===== config.mk =====
export PLATFORM = sky130hd
export DESIGN_NAME = bbp_weight
export DESIGN_NICKNAME = d
export VERILOG_FILES = /design/src/design/bbp_pkg.sv /design/src/design/bbp_weight.sv
export SDC_FILE = /design/constraint.sdc
export NUM_CORES = 2
export LEC_CHECK = 0
export BUFFER_PORTS_ARGS = -buffer_cell sky130_fd_sc_hd__buf_2
export CAP_MARGIN = 30
export CORE_MARGIN = 8
export CORE_UTILIZATION = 45
export DETAILED_ROUTE_END_ITERATION = 16
export RECOVER_POWER = 50
export SYNTH_ARGS = -nofsm -noshare
export SYNTH_HDL_FRONTEND = slang
export SYNTH_SLANG_ARGS = --single-unit

===== constraint.sdc =====
create_clock -name clk -period 9.1 [get_ports clk]
set_input_delay 0.455 -clock clk [delete_from_list [all_inputs] [get_ports clk]]
set_output_delay 0.455 -clock clk [all_outputs]
set_load 0.05 [all_outputs]

===== src/design/bbp_pkg.sv =====
// Shared types and constants for the bicubic Bezier patch evaluator.
// No dependencies; every other design file imports this package.
package bbp_pkg;

	// Coordinate format and control grid geometry
	localparam int COORD_W     = 16;
	localparam int NUM_C       = 3;
	localparam int GRID        = 4;
	localparam int GRID_W      = 2;
	localparam int NUM_PTS     = GRID * GRID;
	localparam int IDX_W       = 2 * GRID_W;
	localparam int NUM_W       = 4;
	localparam int PFB_DEFAULT = 16;

	// Item modes
	localparam logic MODE_LOAD = 1'b0;
	localparam logic MODE_EVAL = 1'b1;

	// One control or surface point, index 0 = x, 1 = y, 2 = z
	typedef logic [NUM_C-1:0][COORD_W-1:0] point_t;

	// Control point carried down the pipe by a load word
	typedef struct packed {
		logic [GRID_W-1:0] row;
		logic [GRID_W-1:0] col;
		point_t            pt;
	} load_t;

	// Write port of the control point store
	typedef struct packed {
		logic             en;
		logic [IDX_W-1:0] idx;
		point_t           pt;
	} cp_wr_t;

	// Load enables of the pipeline registers, one per stage
	typedef struct packed {
		logic s1;
		logic s2;
		logic s3;
		logic s4;
		logic s5;
		logic s6;
		logic s7;
		logic s8;
	} stage_en_t;

endpackage


===== src/design/bbp_weight.sv =====
// Cubic Bernstein weights of one surface parameter, two pipeline stages.
// Depends on bbp_pkg; takes t and 1 - t from stage 1, gives weights at stage 3.
module bbp_weight #(
	parameter int PARAM_FRAC_BITS = bbp_pkg::PFB_DEFAULT
) (
	input  logic                                      clk,
	input  bbp_pkg::stage_en_t                        en,
	input  logic [PARAM_FRAC_BITS:0]                  a_s1,
	input  logic [PARAM_FRAC_BITS:0]                  b_s1,
	output logic [bbp_pkg::NUM_W-1:0][PARAM_FRAC_BITS:0] w_s3
);
	import bbp_pkg::*;

	localparam int P = PARAM_FRAC_BITS;
	localparam logic [2*P+3:0] HALF = (2*P+4)'(1) << (P - 1);

	logic [2*P+1:0] aa_m, bb_m, ab_m;
	logic [2*P+1:0] aa_r, bb_r, ab_r;
	logic [P:0]     a_s2, b_s2, aa_s2, bb_s2, ab_s2;
	logic [P+2:0]   ab3;
	logic [2*P+3:0] w0_m, w1_m, w2_m, w3_m;
	logic [2*P+3:0] w0_r, w1_r, w2_r, w3_r;

	// Square terms, rounded half up
	assign aa_m = a_s1 * a_s1;
	assign bb_m = b_s1 * b_s1;
	assign ab_m = a_s1 * b_s1;
	assign aa_r = aa_m + HALF[2*P+1:0];
	assign bb_r = bb_m + HALF[2*P+1:0];
	assign ab_r = ab_m + HALF[2*P+1:0];

	always_ff @(posedge clk) begin
		if (en.s2) begin
			a_s2  <= a_s1;
			b_s2  <= b_s1;
			aa_s2 <= aa_r[2*P:P];
			bb_s2 <= bb_r[2*P:P];
			ab_s2 <= ab_r[2*P:P];
		end
	end

	// Cubic terms; the factor three is a shift and add
	assign ab3  = {1'b0, ab_s2, 1'b0} + {2'b00, ab_s2};
	assign w0_m = bb_s2 * b_s2;
	assign w1_m = ab3 * b_s2;
	assign w2_m = ab3 * a_s2;
	assign w3_m = aa_s2 * a_s2;
	assign w0_r = w0_m + HALF;
	assign w1_r = w1_m + HALF;
	assign w2_r = w2_m + HALF;
	assign w3_r = w3_m + HALF;

	always_ff @(posedge clk) begin
		if (en.s3) begin
			w_s3[0] <= w0_r[2*P:P];
			w_s3[1] <= w1_r[2*P:P];
			w_s3[2] <= w2_r[2*P:P];
			w_s3[3] <= w3_r[2*P:P];
		end
	end

endmodule


==> flow_summary_export.csv <==
group,metric,value,unit
critical_path,cp_slowest_cell,"fa_1",
logic_synthesis,synth_top_area_frac,0.4596,
layout,fin_nets,9583,
logic_synthesis,synth-edff-count,153,
timing,finalSetupViolCount,0,
placement,gp_congestion,0.8628,
critical_path,worst_path_most_repeated_cell,"fa_1",
logic_synthesis,ys_seq_area_frac,0.06761,
detailed_routing,first_iter_violations,2324,
detailed_routing,ant_nets,0,
hold_path,min_from,"a_s1[5]",
floorplanning,core-area,150000,µm²
global_routing,grt-ovfl-total,0,
critical_path,critical_path_buf_inv_count,3,
detailed_routing,wl_per_cell,17.72,µm
timing,finalSetupTns,0,ns
timing,relSlewSlack,-1.640,
logic_synthesis,post_synth_instance_area,67960,µm²
timing,fin_crit,8.680,ns
critical_path,path_delay_family,"adder cells",
detailed_routing,drcViolationCount,0,
layout,final_layout_size_suffix_gt1_frac,0.03371,
logic_synthesis,yosys_warnings,0,
clocking,cts_max_level,4,
detailed_routing,via_count,46440,
hold_path,min_to,"a_s2[5]",
clocking,clock-sinks,153,
critical_path,start_kind,"flip-flop",
layout,syn2layout_area_growth,4.759,%
floorplanning,io-pin-count,111,
clocking,cts_root_buffer,"clkbuf_16",
critical_path,reg2reg_setup_slack,0.42,ns
floorplanning,initial_core_util,0.4532,
status,violations,"max-capacitance violations, max-slew violations",
critical_path,cp_data_required_time,9.36,ns
logic_synthesis,synth.avg_cell_area,9.321,µm²
logic_synthesis,ys_seq_elements,153,
layout,stdcell_count,9230,
placement,dp.cells,9193,
detailed_routing,drtPass1Iterations,6,
placement,hpwl,128700,µm
critical_path,cp-startpoint,"ab_s2[1]",
hold_path,worstHoldPathCells,1,
global_routing,antenna_found_initial,12,
layout,n_fill_cell,14390,
logic_synthesis,synth_area_leaders,"fa_1 (46%), ha_1 (14%), inv_1 (11%)",
detailed_routing,viasPerCell,5.031,
timing,tightestPinTransition,3.959,ns
logic_synthesis,synth_cell_types,74,
timing,finalHoldViolations,0,
floorplanning,row_count,142,
critical_path,cp_slowest_stage_delay,0.52,ns
global_routing,grt_max_degree,64,
floorplanning,die_h,404.6,µm
critical_path,reg2regPathDepth,30,
critical_path,r2r_end,"w_s3[33]",
logic_synthesis,syn-num-nets,9677,
logic_synthesis,synthCells,7291,
global_routing,grt_pass1_wl,274400,µm
floorplanning,die-area,163700,µm²
placement,port_buffers,104,
global_routing,grt_use_total,0.2089,
critical_path,crit_fanout,8,
timing,slew_violations,1007,
run,drv_cap,31,
clocking,path_clk_slew,0.08,ns
timing,hold_ws,0.5797,ns
critical_path,r2r_start,"ab_s2[1]",
timing,rsz0062_at_grt,"no",
logic_synthesis,synthArstFlopShare,0,
clocking,tritoncts,"yes",
hold_path,hold_class,"input port to flip-flop",
critical_path,critical_path_class,"flip-flop to flip-flop",
critical_path,cp.depth,30,
logic_synthesis,synth_top_flop_cell,"edfxtp_1",
logic_synthesis,yosysTopAreaCell,"fa_1",
critical_path,crit_arrival,8.94,ns
timing,final.period_utilization,0.9538,
global_routing,first_global_vias,51770,
detailed_routing,wirelength,163500,µm
status,status,"complete, but fails checks",
critical_path,cp-end-kind,"flip-flop",
floorplanning,fp.dieW,404.6,µm
clocking,cts_buffers,17,
clocking,cts.path.max_buffers,2,
timing,max_freq,115.2,MHz
clocking,clock_latency,0.53,ns
timing,clock-skew-final,0.02294,ns
==> sequential cells by signal, indices dropped and copies added, names as in the netlist <==
| name | cells |
|---|---|
| a_s2 | 17 |
| b_s2 | 17 |
| ab_s2 | 17 |
| aa_s2 | 17 |
| bb_s2 | 17 |
| w_s3 | 68 |
==> metal layers <==
metal	up-vias	share of wire	track usage
li1	21020	-	-
met1	24110	0.46	0.2934
met2	1115	0.47	0.3478
met3	182	0.053	0.02569
met4	8	0.020	0.04755
met5	-	0.00034	0
==> cell families after synthesis <==
logic type / after synthesis / share of synthesized area
compound gates: 312 / 0.03167
xor+xnor: 163 / 0.02152
fa+ha+maj: 2343 / 0.6037
buf+inv: 2283 / 0.1261
flops: 153 / 0.06761
mux: 2 / 0.0003314
simple gates: 2035 / 0.1490
==> cells in the mapped netlist, types with 10 or more instances <==
cell type / instances
nand2b_1: 23
nor2b_1: 22
nand2_1: 915
a211oi_1: 14
o211ai_1: 10
inv_1: 1961
or3_1: 15
xnor2_1: 115
nand3_1: 23
and3_1: 32
a21oi_1: 79
fa_1: 1560
a21o_1: 42
ha_1: 783
edfxtp_1: 153
o21ai_0: 51
clkbuf_1: 316
nor2_1: 121
o21a_1: 29
nor3_1: 25
xor2_1: 45
and2_1: 819
==> per-stage QoR <==
stage | cell area, µm² | worst slack, ns | utilization
CTS | 71230 | 0.04319 | 0.4750
global placement | 70660 | 0.2139 | 0.4712
detailed placement | 70660 | 0.07808 | 0.4712
finish | 71190 | 0.4201 | 0.4748
floorplan | 67960 | 0.8064 | -
global route | 71190 | 0.008376 | 0.4747
==> layout by cell type, fill, tap and decap left out, types with 10 or more instances in the layout <==
| cell | n |
|---|---|
| a211oi_1 | 12 |
| a21o_1 | 42 |
| a21oi_1 | 79 |
| and2_1 | 818 |
| and3_1 | 32 |
| buf_2 | 75 |
| buf_4 | 89 |
| clkbuf_1 | 39 |
| clkbuf_16 | 17 |
| edfxtp_1 | 153 |
| fa_1 | 1559 |
| ha_1 | 783 |
| inv_1 | 1961 |
| nand2_1 | 915 |
| nand2b_1 | 23 |
| nand3_1 | 23 |
| nor2_1 | 120 |
| nor2b_1 | 22 |
| nor3_1 | 25 |
| o211ai_1 | 10 |
| o21a_1 | 29 |
| o21ai_0 | 50 |
| or3_1 | 15 |
| xnor2_1 | 108 |
| xor2_1 | 41 |
==> layout make-up <==
class / count / area [µm²] / share of cell area
inverter: 1966 / 7380 / 0.1037
tap: 2016 / 2522 / 0.03543
clock inverter: 14 / 146.4 / 0.002056
antenna: 5 / 12.51 / 0.0001758
multi-input combinational: 4855 / 54900 / 0.7712
clock buffer: 17 / 425.4 / 0.005976
timing repair buffer: 204 / 1210 / 0.01700
sequential: 153 / 4594 / 0.06454
==> repair_timing <==
item	CTS	global route
setup endpoints to repair	0	9
gates resized for setup	0	6
setup buffers	0	0
hold buffers	0	0
==> how the worst max path moves through the flow <==
stage                           to  slack [ns]
after floorplan           w_s3[49]        0.81
final                     w_s3[33]        0.42
after global placement    w_s3[49]        0.21
after CTS                 w_s3[49]        0.04
after global routing      w_s3[50]       0.008
after detailed placement  w_s3[49]        0.08
Power is not shown: default switching activity piles up to over one toggle a cycle in this logic, so the estimate is an artifact.
