$ cat src/design/bbp_pkg.sv
// Shared types and constants for the bicubic Bezier patch evaluator.
// No dependencies; every other design file imports this package.
package bbp_pkg;

	// Coordinate format and control grid geometry
	localparam int COORD_W     = 16;
	localparam int NUM_C       = 3;
	localparam int GRID        = 4;
	localparam int GRID_W      = 2;
	localparam int NUM_PTS     = GRID * GRID;
	localparam int IDX_W       = 2 * GRID_W;
	localparam int NUM_W       = 4;
	localparam int PFB_DEFAULT = 16;

	// Item modes
	localparam logic MODE_LOAD = 1'b0;
	localparam logic MODE_EVAL = 1'b1;

	// One control or surface point, index 0 = x, 1 = y, 2 = z
	typedef logic [NUM_C-1:0][COORD_W-1:0] point_t;

	// Control point carried down the pipe by a load word
	typedef struct packed {
		logic [GRID_W-1:0] row;
		logic [GRID_W-1:0] col;
		point_t            pt;
	} load_t;

	// Write port of the control point store
	typedef struct packed {
		logic             en;
		logic [IDX_W-1:0] idx;
		point_t           pt;
	} cp_wr_t;

	// Load enables of the pipeline registers, one per stage
	typedef struct packed {
		logic s1;
		logic s2;
		logic s3;
		logic s4;
		logic s5;
		logic s6;
		logic s7;
		logic s8;
	} stage_en_t;

endpackage

$ cat src/design/bbp_accum.sv
// Sum of the sixteen products per coordinate, rounding and saturation, stages 6 to 8.
// Depends on bbp_pkg; a two-level registered adder tree feeds the output register.
module bbp_accum #(
	parameter int PARAM_FRAC_BITS = bbp_pkg::PFB_DEFAULT,
	parameter int PRW             = bbp_pkg::COORD_W + PARAM_FRAC_BITS + 2
) (
	input  logic                         clk,
	input  bbp_pkg::stage_en_t           en,
	input  logic signed [PRW-1:0]        prod_s5 [bbp_pkg::NUM_C][bbp_pkg::NUM_PTS],
	output bbp_pkg::point_t              surf_s8
);
	import bbp_pkg::*;

	localparam int P     = PARAM_FRAC_BITS;
	localparam int PART_W = PRW + 2;
	localparam int ACC_W = PRW + 4;
	localparam logic signed [ACC_W-1:0] HALF   = ACC_W'(1) << (P - 1);
	localparam logic signed [ACC_W-1:0] SAT_HI = ACC_W'((1 << (COORD_W - 1)) - 1);
	localparam logic signed [ACC_W-1:0] SAT_LO = -(ACC_W'(1) << (COORD_W - 1));

	logic signed [PART_W-1:0] part_s6 [NUM_C][GRID];
	logic signed [ACC_W-1:0]  acc_s7  [NUM_C];
	logic signed [ACC_W-1:0]  rnd_c   [NUM_C];
	logic signed [ACC_W-1:0]  sh_c    [NUM_C];

	// Add the products of one control row
	always_ff @(posedge clk) begin
		if (en.s6) begin
			for (int c = 0; c < NUM_C; c++) begin
				for (int g = 0; g < GRID; g++) begin
					part_s6[c][g] <= prod_s5[c][GRID*g] + prod_s5[c][GRID*g+1]
						+ prod_s5[c][GRID*g+2] + prod_s5[c][GRID*g+3];
				end
			end
		end
	end

	// Add the row sums
	always_ff @(posedge clk) begin
		if (en.s7) begin
			for (int c = 0; c < NUM_C; c++) begin
				acc_s7[c] <= part_s6[c][0] + part_s6[c][1] + part_s6[c][2] + part_s6[c][3];
			end
		end
	end

	// Round half up with a floor shift
	always_comb begin
		for (int c = 0; c < NUM_C; c++) begin
			rnd_c[c] = acc_s7[c] + HALF;
			sh_c[c]  = rnd_c[c] >>> P;
		end
	end

	// Clip to the coordinate range
	always_ff @(posedge clk) begin
		if (en.s8) begin
			for (int c = 0; c < NUM_C; c++) begin
				if (sh_c[c] > SAT_HI) begin
					surf_s8[c] <= SAT_HI[COORD_W-1:0];
				end else if (sh_c[c] < SAT_LO) begin
					surf_s8[c] <= SAT_LO[COORD_W-1:0];
				end else begin
					surf_s8[c] <= sh_c[c][COORD_W-1:0];
				end
			end
		end
	end

endmodule

$ cat config.mk
export PLATFORM = sky130hd
export DESIGN_NAME = bbp_accum
export DESIGN_NICKNAME = d
export VERILOG_FILES = /design/src/design/bbp_pkg.sv /design/src/design/bbp_accum.sv
export SDC_FILE = /design/constraint.sdc
export NUM_CORES = 2
export LEC_CHECK = 0
export BUFFER_PORTS_ARGS = -buffer_cell sky130_fd_sc_hd__buf_2
export CORE_AREA = 2 2 652 654
export CTS_CLUSTER_DIAMETER = 60
export CTS_CLUSTER_SIZE = 28
export DETAILED_ROUTE_END_ITERATION = 7
export DIE_AREA = 0 0 654 656
export SLEW_MARGIN = 20
export SYNTH_ARGS = -nofsm -noshare
export SYNTH_HDL_FRONTEND = slang
export SYNTH_SLANG_ARGS = --single-unit
$ cat constraint.sdc
create_clock -name clk -period 9.6 [get_ports clk]
set_clock_uncertainty 0.05 [all_clocks]
set_input_delay 0.96 -clock clk [delete_from_list [all_inputs] [get_ports clk]]
set_output_delay 0.96 -clock clk [all_outputs]
set_load 0.01 [all_outputs]
==> run summary <==
================================================================================
Critical-path cell list                                             buf_2 > inv_1 > fa_1 > fa_1 > inv_1 > ha_1 > nand4_1 > a2111oi_0 > nor2_1 > a21oi_1 > a21oi_1 > nor3_1 > nor3_1 > o31ai_1 > a21oi_1 > xnor2_1
CTS Buf Count                                                                 91
Post-synthesis async set-or-reset flop share                                   0
Clock-pin transition on the worst setup and hold timing paths            0.07 ns
Reg-to-reg endpoint                                                 acc_s7[0][70]
Result of the run                                                   finished clean
Detailed-placement wirelength estimate                                  330.4 mm
Pin count of the biggest net entering global routing                         128
Share of the clock period used by the worst path after layout             0.6438
Clock Tree Root                                                     sky130_fd_sc_hd__clkbuf_16
Final-report max-slew violation count                                          0
Length of routed met3 wiring                                            20.38 mm
Static leakage power                                                    48.00 nW
Global-route wire length before repair                                  476.0 mm
Max IR drop VDD                                                        0.5738 mV
Hold/Removal Path Class                                                in -> reg
Fraction of power spent switching nets                                    0.5243
H-tree level count                                                             3
Hold-fix buffer count after cts                                                0
Max cap viols                                                                  0
Area share of the largest cell type after synthesis                       0.2894
Reg2Reg Depth                                                                 18
Total GRT Usage                                                           0.1629
CTS tree                                                                    done
Buffers from clock root to sink, at most                                       4
Vias in the first global route                                            59,970
Setup slack of the most critical reg-to-reg path                         3.51 ns
Share of the yosys chip area belonging to registers                       0.2283
Shortest clock period the worst path allows after layout                6.181 ns
Congestion Overflow GR                                                         0
Worst slack on hold paths                                              0.3656 ns
Core Area                                                           422,200 um^2
Crit Path Category                                                     in -> reg
Sum of routed wire length over all layers                               357.3 mm
Full die area                                                       429,000 um^2
Data arrival time of the worst path                                      6.71 ns
Max Fanout on Critical Path                                                    5
Share of cells above drive strength 1                                     0.2024
Site Rows                                                                    239
Source of the worst register-to-register timing path                part_s6[1][38]
Register bit count reported by yosys                                         549
Routed wire length on met2                                              186.0 mm
Crit-path max cell delay                                                 0.71 ns
Post-detailed-route DRC marker count                                           0
Post-CTS setup buffer count                                                    0
Slowest-stage cell, CP                                              sky130_fd_sc_hd__a21oi_1
Pwr dens                                                            386.5 nW/um^2
Most frequently used cell type in the post-synthesis netlist        sky130_fd_sc_hd__inv_1
Count of nets left with antenna violations after detail routing                0
Number of resized instances in the post-cts repair step                        0
Count of flip-flops with a built-in enable after synthesis                   549
Vertical die dimension                                                    656 um
Die outline width                                                         654 um
Nets                                                                      12,810
Final hold viol count                                                          0
Clock sink count                                                             549
Netlist area before placement                                        72,210 um^2
Synth unique cells                                                            86
Post-Synthesis Mean Instance Area                                     9.260 um^2
Kind of start point of the critical path                               input pin
Relative contribution of the clock network to total power                  0.099
Number of antenna violations at the first check in global routing            182
Worst relative slew slack                                                 0.1054
Combinational Power Share                                                  0.738
Post-Synthesis Cells                                                       7,798
End point of the most critical hold path                            part_s6[2][36]
Port Buffer Count                                                          1,683
Setup-violating endpoint count in the final report                             0
GP Congestion                                                             0.9707
Overall Power                                                           35.39 mW
Setup repair after global routing missed its margin                           no
Net Count, Synth                                                          11,010
Wire length the detailed router placed on met1                          139.7 mm
Leading post-synthesis cells by cell area                           sky130_fd_sc_hd__fa_1 29%, sky130_fd_sc_hd__edfxtp_1 23%, sky130_fd_sc_hd__inv_1 15%, sky130_fd_sc_hd__ha_1 9.1%, sky130_fd_sc_hd__xnor2_1 4.1%
Slew of the pin with the lowest slew margin                             1.333 ns
Sequential share of power                                                  0.164
Effective utilization at floorplan                                        0.1710
NetSw                                                                   18.55 mW
Initial DRC Count                                                          3,609
Clock latency reported for the late side of the worst-skew pair          0.84 ns
Via count                                                                 58,410
Worst endpoint required time                                            10.13 ns
CP most frequent cell                                               sky130_fd_sc_hd__a21oi_1
Area added between synthesis and finish                                   26.79%
Via density per instance                                                   3.786
Achievable frequency                                                  0.1618 GHz
WL/cell                                                                 23.16 um
Most frequent cells after synthesis                                 2,919 x sky130_fd_sc_hd__inv_1, 1,044 x sky130_fd_sc_hd__fa_1, 549 x sky130_fd_sc_hd__edfxtp_1, 528 x sky130_fd_sc_hd__ha_1, 433 x sky130_fd_sc_hd__a21oi_1
Hold Path Depth                                                                2
Critical Path End Type                                                 flip-flop
Top-level port count                                                       1,689
DR pass1 iterations                                                            8
Launch point of the critical path                                   prod_s5[1100]
Fillers                                                                   46,800
Final TNS setup                                                             0 ns
Primary flip-flop cell chosen by synthesis mapping                  sky130_fd_sc_hd__edfxtp_1
Highest routed layer                                                        met5
Startpoint of the lowest-slack hold path                            prod_s5[238]
Biggest area consumer among synthesized cells                       sky130_fd_sc_hd__fa_1
P_int                                                                   16.84 mW
Number of warning messages in the yosys log                                    0
================================================================================
cell usage in the layout (no fill, tap or decap), types with 8 or more instances in the layout:
cell                        instances
sky130_fd_sc_hd__o21ai_1           16
sky130_fd_sc_hd__and4_1            15
sky130_fd_sc_hd__clkbuf_16         91
sky130_fd_sc_hd__and3_1            55
sky130_fd_sc_hd__nand4_1           42
sky130_fd_sc_hd__a21o_1           239
sky130_fd_sc_hd__buf_4             53
sky130_fd_sc_hd__a21oi_1          429
sky130_fd_sc_hd__and2_1            28
sky130_fd_sc_hd__nand2_1          218
sky130_fd_sc_hd__o21a_1            62
sky130_fd_sc_hd__nor3_1            59
sky130_fd_sc_hd__o31ai_1           23
sky130_fd_sc_hd__nor2b_1           61
sky130_fd_sc_hd__buf_2           1680
sky130_fd_sc_hd__diode_2          103
sky130_fd_sc_hd__edfxtp_1         549
sky130_fd_sc_hd__or2_2             11
sky130_fd_sc_hd__or3_1             18
sky130_fd_sc_hd__inv_8             19
sky130_fd_sc_hd__a21boi_0          12
sky130_fd_sc_hd__nand3_1          109
sky130_fd_sc_hd__fa_1            1044
sky130_fd_sc_hd__nand2b_1          47
sky130_fd_sc_hd__a31oi_1           43
sky130_fd_sc_hd__o21ai_0          193
sky130_fd_sc_hd__ha_1             528
sky130_fd_sc_hd__xnor2_1          337
sky130_fd_sc_hd__inv_6             10
sky130_fd_sc_hd__inv_1           2919
sky130_fd_sc_hd__xor2_1           145
sky130_fd_sc_hd__o22ai_1           11
sky130_fd_sc_hd__o21bai_1          54
sky130_fd_sc_hd__clkinv_8          17
sky130_fd_sc_hd__nor2_1           264
sky130_fd_sc_hd__nor4_1             8
sky130_fd_sc_hd__a211oi_1          45
sky130_fd_sc_hd__o211ai_1          22
cell families after synthesis:
| group | after synthesis | share of synthesized area |
|---|---|---|
| muxes | 2 | 0.0002946 |
| and+or+nand+nor | 962 | 0.06496 |
| DFF | 549 | 0.2283 |
| adders and majority gates | 1572 | 0.3809 |
| xor gates and xnor gates | 483 | 0.05858 |
| buffers and inverters | 2953 | 0.1537 |
| AOI/OAI and AO/OA | 1277 | 0.1132 |
layer usage:
metal / vias up / global-route usage
met5: - / 0
met4: 54 / 0.04580
met3: 460 / 0.02665
met2: 2034 / 0.3017
met1: 28370 / 0.1911
li1: 27490 / -
power groups by stage:
stage	clock (mW)	sequential (mW)	combinational, mW
floorplan	0	5.56	15.8
global placement	0	5.83	26.4
detailed placement	0	5.86	26.5
CTS	3.61	5.82	26.7
global route	3.69	5.92	29.2
finish	3.49	5.79	26.1
per-stage QoR:
stage	worst slack (ns)	cells	instance area, um^2	util
2_1_floorplan	4.625	7798	72210	-
3_3_place_gp	2.613	15160	88110	0.2087
3_5_place_dp	2.551	15160	88110	0.2087
4_1_cts	3.492	15320	91280	0.2162
5_1_grt	3.208	15390	91470	0.2166
6_report	3.419	15430	91560	0.2168
registers in the layout (all words and copies together), names as in the netlist:
register	count
surf_s8	48
part_s6	432
acc_s7	69
worst max-delay path by stage:
stage	slack, ns	to	cells after the start
after floorplan	4.62	part_s6[0][143]	18
after global placement	2.61	part_s6[0][34]	16
after detailed placement	2.55	part_s6[0][35]	16
after CTS	3.49	part_s6[0][35]	16
after global routing	3.21	part_s6[0][35]	16
final	3.42	part_s6[0][35]	16
worst max-delay path, delay by kind of cell:
kind                       cells  cell delay [ns]
buffers and inverters          3             0.19
adders and majority gates      3             1.74
AOI/OAI and AO/OA              5             2.14
and+or+nand+nor                4             1.50
xor gates and xnor gates       1             0.13
layout make-up:
type	instances	area [um^2]	area share
Clock inverter	64	868.3	0.009484
Timing Repair Buffer	1735	8841	0.09656
Clock buffer	98	2303	0.02516
Inverter	2919	10960	0.1197
Sequential cell	549	16490	0.1801
Multi-Input combinational cell	4296	44760	0.4889
Antenna cell	103	257.7	0.002815
Tap cell	5663	7086	0.07739
Note: power is estimated with default switching activity, not from simulation.
